[config.mk]
export PLATFORM = sky130hd
export DESIGN_NAME = grid_domain_split_search
export DESIGN_NICKNAME = d
export VERILOG_FILES = /design/src/rtl/gdss_pkg.sv /design/src/rtl/grid_domain_split_search.sv /design/src/rtl/gdss_mul.sv
export SDC_FILE = /design/constraint.sdc
export NUM_CORES = 2
export LEC_CHECK = 0
export BUFFER_PORTS_ARGS = -buffer_cell sky130_fd_sc_hd__buf_4
export CAP_MARGIN = 25
export CELL_PAD_IN_SITES_DETAIL_PLACEMENT = 1
export CELL_PAD_IN_SITES_GLOBAL_PLACEMENT = 2
export CORE_ASPECT_RATIO = 1.1
export CORE_UTILIZATION = 43
export CTS_CLUSTER_DIAMETER = 50
export DETAILED_ROUTE_END_ITERATION = 10
export PLACE_DENSITY_LB_ADDON = 0.1
export SYNTH_ARGS = -nofsm -noshare
export SYNTH_HDL_FRONTEND = slang
export SYNTH_HIERARCHICAL = 1
export SYNTH_SLANG_ARGS = --single-unit
[constraint.sdc]
create_clock -name clk_i -period 10.4 [get_ports clk_i]
set_input_delay 1.56 -clock clk_i [delete_from_list [all_inputs] [get_ports clk_i]]
set_output_delay 1.56 -clock clk_i [all_outputs]
set_load 0.05 [all_outputs]
[src/rtl/gdss_pkg.sv]
// Package for the grid domain split search block.
// Widths, sequencer state type and the shared multiplier request type.
// No dependencies; used by gdss_mul and grid_domain_split_search.
package gdss_pkg;

  localparam int unsigned SizeW = 16;              // size and task count width
  localparam int unsigned CntW  = SizeW + 1;       // loop counters run one past the limit
  localparam int unsigned MulAW = 32;              // multiplier operand a
  localparam int unsigned MulBW = 16;              // multiplier operand b
  localparam int unsigned ProdW = MulAW + MulBW;   // multiplier product
  localparam int unsigned AreaW = 2 * SizeW;       // face area in cells
  localparam int unsigned TermW = 3 * SizeW;       // count times face area
  localparam int unsigned NumW  = 3 * SizeW + 5;   // cost numerator, below 2^53
  localparam int unsigned NumHW = NumW - MulAW;    // upper slice of the numerator
  localparam int unsigned AccW  = NumW + SizeW;    // cross product, below 2^69

  typedef enum logic [3:0] {
    S_IDLE,
    S_PRE_XY,
    S_PRE_YZ,
    S_PRE_XZ,
    S_PRE_VOL,
    S_PRE_V10,
    S_I_TOP,
    S_J_TOP,
    S_K_TOP,
    S_MUL0,
    S_MUL1,
    S_MUL2,
    S_MUL3,
    S_MUL4,
    S_CMP,
    S_DONE
  } state_e;

  typedef struct packed {
    logic [MulAW-1:0] a;
    logic [MulBW-1:0] b;
  } mul_req_t;

endpackage

[src/rtl/grid_domain_split_search.sv]
// Top level of the grid domain split search block.
// Depends on gdss_pkg and gdss_mul (the shared multiplier).
//
// A request (three grid sizes, a task count) is a transfer at a rising edge with start_i
// high and busy_o low. The block then walks all splits (i,j,k) with each count at most
// min(tasks, size) and i*j*k at most tasks, i-major, and keeps the split of least cost
// (ten volumes plus count times face area per split axis), first minimum winning ties.
// Costs are compared exactly as cross products of numerator and task product.
// When done, valid_o is high for exactly one cycle with the split and the failed flag;
// the receiver takes it in that cycle and cannot stall it. failed_o is set when the
// split product differs from the task count, or when a size or the task count is zero
// (split 1,1,1 is then returned at once).
// Order, from the transfer to the strobe: the setup states S_PRE_XY to S_PRE_V10 form
// the face areas and the ten volumes, then the i, j and k loops walk the splits. The
// first candidate is kept without compare; each later candidate goes through S_MUL0 to
// S_MUL4 and S_CMP, where the four 32x16 products of its cross compare run on the single
// shared multiplier. The strobe comes from S_DONE.
// busy_o stays high for the whole search.
module grid_domain_split_search import gdss_pkg::*; (
  input  logic             clk_i,
  input  logic             rst_ni,
  input  logic             start_i,
  output logic             busy_o,
  input  logic [SizeW-1:0] size_x_i,
  input  logic [SizeW-1:0] size_y_i,
  input  logic [SizeW-1:0] size_z_i,
  input  logic [SizeW-1:0] task_count_i,
  output logic             valid_o,
  output logic [SizeW-1:0] split_x_o,
  output logic [SizeW-1:0] split_y_o,
  output logic [SizeW-1:0] split_z_o,
  output logic             failed_o
);

  // control state
  state_e state_q, state_d;
  logic   found_q, found_d;

  // request and limits
  logic [SizeW-1:0] sx_q, sx_d, sy_q, sy_d, sz_q, sz_d, t_q, t_d;
  logic [SizeW-1:0] lim_i_q, lim_i_d, lim_j_q, lim_j_d, lim_k_q, lim_k_d;

  // precomputed face areas and ten volumes
  logic [AreaW-1:0] sxy_q, sxy_d, syz_q, syz_d, sxz_q, sxz_d;
  logic [NumW-1:0]  vol10_q, vol10_d;

  // loop counters and running terms (count times face area)
  logic [CntW-1:0]  i_q, i_d, j_q, j_d, k_q, k_d, ij_q, ij_d, p_q, p_d;
  logic [TermW-1:0] ti_q, ti_d, tj_q, tj_d, tk_q, tk_d;
  logic [NumW-1:0]  base_q, base_d, n_q, n_d;
  logic [AccW-1:0]  acc_a_q, acc_a_d, acc_b_q, acc_b_d;

  // kept split
  logic [SizeW-1:0] best_i_q, best_i_d, best_j_q, best_j_d, best_k_q, best_k_d;
  logic [SizeW-1:0] best_p_q, best_p_d;
  logic [NumW-1:0]  best_n_q, best_n_d;

  mul_req_t         mul_req;
  logic [ProdW-1:0] prod;

  logic [NumW-1:0]  n_cand;
  logic             take;

  gdss_mul u_mul (
    .clk_i  (clk_i),
    .req_i  (mul_req),
    .prod_o (prod)
  );

  // numerator of the current candidate: base of the (i,j) pair plus the k face term
  assign n_cand = base_q + ((k_q > CntW'(1)) ? NumW'(tk_q) : NumW'(0));

  always_comb begin
    state_d  = state_q;
    found_d  = found_q;
    sx_d     = sx_q;
    sy_d     = sy_q;
    sz_d     = sz_q;
    t_d      = t_q;
    lim_i_d  = lim_i_q;
    lim_j_d  = lim_j_q;
    lim_k_d  = lim_k_q;
    sxy_d    = sxy_q;
    syz_d    = syz_q;
    sxz_d    = sxz_q;
    vol10_d  = vol10_q;
    i_d      = i_q;
    j_d      = j_q;
    k_d      = k_q;
    ij_d     = ij_q;
    p_d      = p_q;
    ti_d     = ti_q;
    tj_d     = tj_q;
    tk_d     = tk_q;
    base_d   = base_q;
    n_d      = n_q;
    acc_a_d  = acc_a_q;
    acc_b_d  = acc_b_q;
    best_i_d = best_i_q;
    best_j_d = best_j_q;
    best_k_d = best_k_q;
    best_p_d = best_p_q;
    best_n_d = best_n_q;
    mul_req  = '0;
    take     = 1'b0;

    unique case (state_q)
      S_IDLE: begin
        if (start_i) begin
          sx_d     = size_x_i;
          sy_d     = size_y_i;
          sz_d     = size_z_i;
          t_d      = task_count_i;
          lim_i_d  = (task_count_i < size_x_i) ? task_count_i : size_x_i;
          lim_j_d  = (task_count_i < size_y_i) ? task_count_i : size_y_i;
          lim_k_d  = (task_count_i < size_z_i) ? task_count_i : size_z_i;
          found_d  = 1'b0;
          best_i_d = SizeW'(1);
          best_j_d = SizeW'(1);
          best_k_d = SizeW'(1);
          best_p_d = SizeW'(1);
          // any zero input: nothing to search
          if (size_x_i == '0 || size_y_i == '0 || size_z_i == '0 ||
              task_count_i == '0) begin
            state_d = S_DONE;
          end else begin
            state_d = S_PRE_XY;
          end
        end
      end
      S_PRE_XY: begin
        mul_req.a = MulAW'(sx_q);
        mul_req.b = sy_q;
        state_d   = S_PRE_YZ;
      end
      S_PRE_YZ: begin
        mul_req.a = MulAW'(sy_q);
        mul_req.b = sz_q;
        sxy_d     = prod[AreaW-1:0];
        state_d   = S_PRE_XZ;
      end
      S_PRE_XZ: begin
        mul_req.a = MulAW'(sx_q);
        mul_req.b = sz_q;
        syz_d     = prod[AreaW-1:0];
        state_d   = S_PRE_VOL;
      end
      S_PRE_VOL: begin
        mul_req.a = sxy_q;
        mul_req.b = sz_q;
        sxz_d     = prod[AreaW-1:0];
        state_d   = S_PRE_V10;
      end
      S_PRE_V10: begin
        // ten volumes as 8v + 2v
        vol10_d = NumW'({prod, 3'b000}) + NumW'({prod, 1'b0});
        i_d     = CntW'(1);
        ti_d    = TermW'(syz_q);
        state_d = S_I_TOP;
      end
      S_I_TOP: begin
        if (i_q > CntW'(lim_i_q)) begin
          state_d = S_DONE;
        end else begin
          j_d     = CntW'(1);
          ij_d    = i_q;
          tj_d    = TermW'(sxz_q);
          state_d = S_J_TOP;
        end
      end
      S_J_TOP: begin
        if (j_q > CntW'(lim_j_q) || ij_q > CntW'(t_q)) begin
          i_d     = i_q + CntW'(1);
          ti_d    = ti_q + TermW'(syz_q);
          state_d = S_I_TOP;
        end else begin
          k_d     = CntW'(1);
          p_d     = ij_q;
          tk_d    = TermW'(sxy_q);
          base_d  = vol10_q
                  + ((i_q > CntW'(1)) ? NumW'(ti_q) : NumW'(0))
                  + ((j_q > CntW'(1)) ? NumW'(tj_q) : NumW'(0));
          state_d = S_K_TOP;
        end
      end
      S_K_TOP: begin
        if (k_q > CntW'(lim_k_q) || p_q > CntW'(t_q)) begin
          j_d     = j_q + CntW'(1);
          ij_d    = ij_q + i_q;
          tj_d    = tj_q + TermW'(sxz_q);
          state_d = S_J_TOP;
        end else if (!found_q) begin
          // first candidate is kept without compare
          n_d  = n_cand;
          take = 1'b1;
        end else begin
          n_d     = n_cand;
          state_d = S_MUL0;
        end
      end
      S_MUL0: begin
        mul_req.a = n_q[MulAW-1:0];
        mul_req.b = best_p_q;
        state_d   = S_MUL1;
      end
      S_MUL1: begin
        mul_req.a = MulAW'(n_q[NumW-1:MulAW]);
        mul_req.b = best_p_q;
        acc_a_d   = AccW'(prod);
        state_d   = S_MUL2;
      end
      S_MUL2: begin
        mul_req.a = best_n_q[MulAW-1:0];
        mul_req.b = p_q[SizeW-1:0];
        acc_a_d   = acc_a_q + {prod[AccW-MulAW-1:0], {MulAW{1'b0}}};
        state_d   = S_MUL3;
      end
      S_MUL3: begin
        mul_req.a = MulAW'(best_n_q[NumW-1:MulAW]);
        mul_req.b = p_q[SizeW-1:0];
        acc_b_d   = AccW'(prod);
        state_d   = S_MUL4;
      end
      S_MUL4: begin
        acc_b_d = acc_b_q + {prod[AccW-MulAW-1:0], {MulAW{1'b0}}};
        state_d = S_CMP;
      end
      S_CMP: begin
        // strictly smaller cost only: first minimum wins ties
        take    = 1'b1;
        if (!(acc_a_q < acc_b_q)) take = 1'b0;
        state_d = S_K_TOP;
        if (!take) begin
          k_d  = k_q + CntW'(1);
          p_d  = p_q + ij_q;
          tk_d = tk_q + TermW'(sxy_q);
        end
      end
      S_DONE: begin
        state_d = S_IDLE;
      end
      default: begin
        state_d = S_IDLE;
      end
    endcase

    // keep the candidate and step k
    if (take) begin
      found_d  = 1'b1;
      best_i_d = i_q[SizeW-1:0];
      best_j_d = j_q[SizeW-1:0];
      best_k_d = k_q[SizeW-1:0];
      best_p_d = p_q[SizeW-1:0];
      best_n_d = n_d;
      k_d      = k_q + CntW'(1);
      p_d      = p_q + ij_q;
      tk_d     = tk_q + TermW'(sxy_q);
    end
  end

  always_ff @(posedge clk_i or negedge rst_ni) begin
    if (!rst_ni) begin
      state_q <= S_IDLE;
      found_q <= 1'b0;
    end else begin
      state_q <= state_d;
      found_q <= found_d;
    end
  end

  always_ff @(posedge clk_i) begin
    sx_q     <= sx_d;
    sy_q     <= sy_d;
    sz_q     <= sz_d;
    t_q      <= t_d;
    lim_i_q  <= lim_i_d;
    lim_j_q  <= lim_j_d;
    lim_k_q  <= lim_k_d;
    sxy_q    <= sxy_d;
    syz_q    <= syz_d;
    sxz_q    <= sxz_d;
    vol10_q  <= vol10_d;
    i_q      <= i_d;
    j_q      <= j_d;
    k_q      <= k_d;
    ij_q     <= ij_d;
    p_q      <= p_d;
    ti_q     <= ti_d;
    tj_q     <= tj_d;
    tk_q     <= tk_d;
    base_q   <= base_d;
    n_q      <= n_d;
    acc_a_q  <= acc_a_d;
    acc_b_q  <= acc_b_d;
    best_i_q <= best_i_d;
    best_j_q <= best_j_d;
    best_k_q <= best_k_d;
    best_p_q <= best_p_d;
    best_n_q <= best_n_d;
  end

  assign busy_o    = (state_q != S_IDLE);
  assign valid_o   = (state_q == S_DONE);
  assign split_x_o = best_i_q;
  assign split_y_o = best_j_q;
  assign split_z_o = best_k_q;
  assign failed_o  = !found_q || (best_p_q != t_q);

endmodule

[src/rtl/gdss_mul.sv]
// Shared 32x16 unsigned multiplier with a registered product.
// Depends on gdss_pkg (widths, mul_req_t).
module gdss_mul import gdss_pkg::*; (
  input  logic             clk_i,
  input  mul_req_t         req_i,
  output logic [ProdW-1:0] prod_o
);

  logic [ProdW-1:0] prod_q;

  // Registered: the product of this cycle's request shows in the next cycle.
  always_ff @(posedge clk_i) begin
    prod_q <= ProdW'(req_i.a) * ProdW'(req_i.b);
  end

  assign prod_o = prod_q;

endmodule
==> impl_metrics.tcl <==
set metrics [dict create \
    status "finished, final reports clean" \
    ys_seq_area_frac 0.355 \
    cts-root-buf "clkbuf_16" \
    required_ns 11.08 \
    post_cts_buffers 0 \
    max_slew.worst_pin.slew_ns 1.46 \
    synth_compound_area_frac 0.140 \
    ant_nets 0 \
    path_max_fanout 18 \
    rsz0062_at_grt "false" \
    yosysWarnings 6 \
    arrival_ns 10.24 \
    dieWidth_um 396 \
    synthCells 7377 \
    dieArea_um2 172000 \
    antenna_found_initial 14 \
    synth_xor_area_frac 0.0513 \
    drive_gt1_frac 0.0790 \
    path_clk_slew_ns 0.06 \
    grt_overflow 0 \
    syn-cell-area_um2 73400 \
    io_pins 118 \
    crit_type "reg -> reg" \
    final_common_cell "edfxtp_1" \
    cts_resized 0 \
    finalCritPeriodShare 0.920 \
    core_um2 169000 \
    endpoint_kind "flop" \
    num_vias 56500 \
    die_h_um 435 \
    finalNetCount 8694 \
    grt_use_total 0.291 \
    synthArstFlopShare 0.00554 \
    grt_pass1_wl_mm 378 \
    initial_core_util 0.434 \
    synth_ff_type "edfxtp_1" \
    grt_pass1_vias 59800 \
    ys_seq_elements 902 \
    final_cell_mix "796 x edfxtp_1, 794 x nand2_1, 772 x inv_1" \
    synth-simple-area-share 0.149 \
    holdPathStages 2 \
    period_needed_ns 9.56 \
    hold_viol_final 0 \
    netlist.area_leader.share 0.326 \
    routed_wl_mm 251 \
    dp_hpwl_mm 192 \
    syn_avg_cell_area_um2 9.95 \
    grt_max_degree 81 \
    route.detailed.drc 0 \
    finalSetupViolations 0 \
    skew_ns 0.0354 \
    synthAdderAreaFrac 0.242 \
    cp-start-kind "flop" \
    htreeDepth 4 \
    synth_area_leader_cell "edfxtp_1" \
    hold_buffers 0 \
    viasPerCell 5.74 \
    rows 158 \
    io_buffers 117 \
    gp_congestion 0.895 \
    slew_headroom 0.0240 \
    clock_latency_ns 0.81 \
    cts_made_buffers 136 \
    drt_iter0_markers 4230 \
    fmax_mhz 105 \
    synthMuxAreaShare 0.00884 \
    routedWlPerCell_um 25.5 \
    synth_edf_count 796 \
    areaGrowthSynthToFinish_pct 11.3 \
    nFillCells 18700 \
    first_pass_iters 8 \
    synth_top_family_by_area "adder cells" \
    cts_sinks 902 \
    cts_tree "built" \
    cap_violations 0 \
    syn-num-nets 8581 \
    reg2regPathDepth 25 \
    hp-class "reg -> reg" \
    tns_ns 0 \
    synth_cell_types 102 \
    netlist_top_cells_area "edfxtp_1 33%, fa_1 13%, ha_1 11%" \
    drv_slew 0 \
    clockBufferDepth 3 \
]
## path summary, 6_finish.rpt
kind                                             start                  endpoint  slack (ns)
worst max-delay path            state_q[1]$_DFFE_PN0P_  u_mul/prod_o[45]$_DFF_P_        0.84
worst min-delay path                   n_q[46]$_DFF_P_           n_q[46]$_DFF_P_        0.48
worst max register to register  state_q[1]$_DFFE_PN0P_  u_mul/prod_o[45]$_DFF_P_        0.84
worst min register to register         n_q[46]$_DFF_P_           n_q[46]$_DFF_P_        0.48
max in group asynchronous                       rst_ni    state_q[0]$_DFFE_PN0P_        9.68
min in group asynchronous                       rst_ni       found_q$_DFFE_PN0P_        0.58
## kinds of logic (layout without fill, tap and decap cells)
| family | Yosys count | in the layout |
|---|---|---|
| other | 0 | 6 |
| AO/OA/AOI/OAI | 1589 | 1589 |
| flip-flops | 902 | 902 |
| adder cells (fa/ha/maj) | 1137 | 1137 |
| XOR/XNOR | 430 | 430 |
| AND/OR/NAND/NOR | 2235 | 2235 |
| multiplexers | 58 | 58 |
| buffers and inverters | 1026 | 1253 |
## per-stage QoR
stage	hold WS, ns	utilization	instances	setup WS, ns	instance area (um^2)
2_1_floorplan	0.440	-	7377	1.81	73400
3_3_place_gp	0.459	0.455	9588	1.22	77000
3_5_place_dp	0.476	0.455	9590	0.918	77000
4_1_cts	0.481	0.483	9842	0.919	81600
5_1_grt	0.508	0.483	9844	0.502	81700
6_report	0.483	0.483	9850	0.836	81700
## area by class of cell
| cell class | count | area, um^2 | share of cell area |
|---|---|---|---|
| antenna | 6 | 15.0 | 0.000184 |
| clock buffer | 160 | 3600 | 0.0440 |
| clock inverter | 92 | 1060 | 0.0130 |
| inverter | 773 | 2900 | 0.0355 |
| multi-input combinational | 5449 | 43500 | 0.533 |
| sequential | 902 | 26100 | 0.319 |
| tap | 2240 | 2800 | 0.0343 |
| timing repair buffer | 228 | 1760 | 0.0215 |
## flip-flops by register name, indices dropped and copies added, names as in the netlist, 17 cells and up
signal and count:
best_n_q 53, acc_b_q 69, syz_q 32, j_q 17, sxy_q 32, tj_q 48, tk_q 48, i_q 17
n_q 53, k_q 17, u_mul/prod_o 48, acc_a_q 69, vol10_q 51, ij_q 17, sxz_q 32, ti_q 48
base_q 53, p_q 17
## per-layer routing
layer / GRT usage / vias to the layer above / wire [um]
met5: 0 / - / 8
met1: 0.400 / 28900 / 113000
li1: - / 25900 / -
met4: 0.0914 / 2 / 8020
met3: 0.0366 / 360 / 12200
met2: 0.478 / 1331 / 118000
## cells in the mapped netlist (42+ instances only)
| master | count |
|---|---|
| nand2_1 | 796 |
| a22oi_1 | 49 |
| ha_1 | 662 |
| mux2_2 | 55 |
| o21ai_0 | 353 |
| inv_1 | 773 |
| nand2b_1 | 55 |
| a21oi_1 | 428 |
| o21ai_1 | 54 |
| clkbuf_1 | 229 |
| fa_1 | 475 |
| xnor2_1 | 232 |
| nor2b_1 | 187 |
| nand4_1 | 86 |
| nor3_1 | 71 |
| edfxtp_1 | 796 |
| and2_1 | 344 |
| nor2_1 | 372 |
| a21o_1 | 294 |
| dfxtp_1 | 101 |
| o21a_1 | 45 |
| xor2_1 | 198 |
| or3_1 | 42 |
| and3_1 | 48 |
| a31oi_1 | 53 |
| nand3_1 | 139 |
## worst max-delay path, cell delays in order (launching register included)
cell      delay [ns]
dfrtp_1         0.82
nand2b_1        0.54
nor3_1          0.13
buf_4           0.22
a222oi_1        0.59
nand2_1         0.73
buf_4           0.47
and2_1          0.18
fa_1            0.47
inv_1           0.05
fa_1            0.52
fa_1            0.52
inv_1           0.05
fa_1            0.48
fa_1            0.55
fa_1            0.56
ha_1            0.41
a21oi_1         0.27
nand2_1         0.11
nor4_1          0.43
nor3b_1         0.12
a211oi_2        0.36
o41ai_2         0.19
o41ai_2         0.37
nand4b_1        0.17
nand4_1         0.08
Power is left out: the tool's default activity adds up to more than one toggle a clock period on the data nets, which glitch-free logic cannot reach.
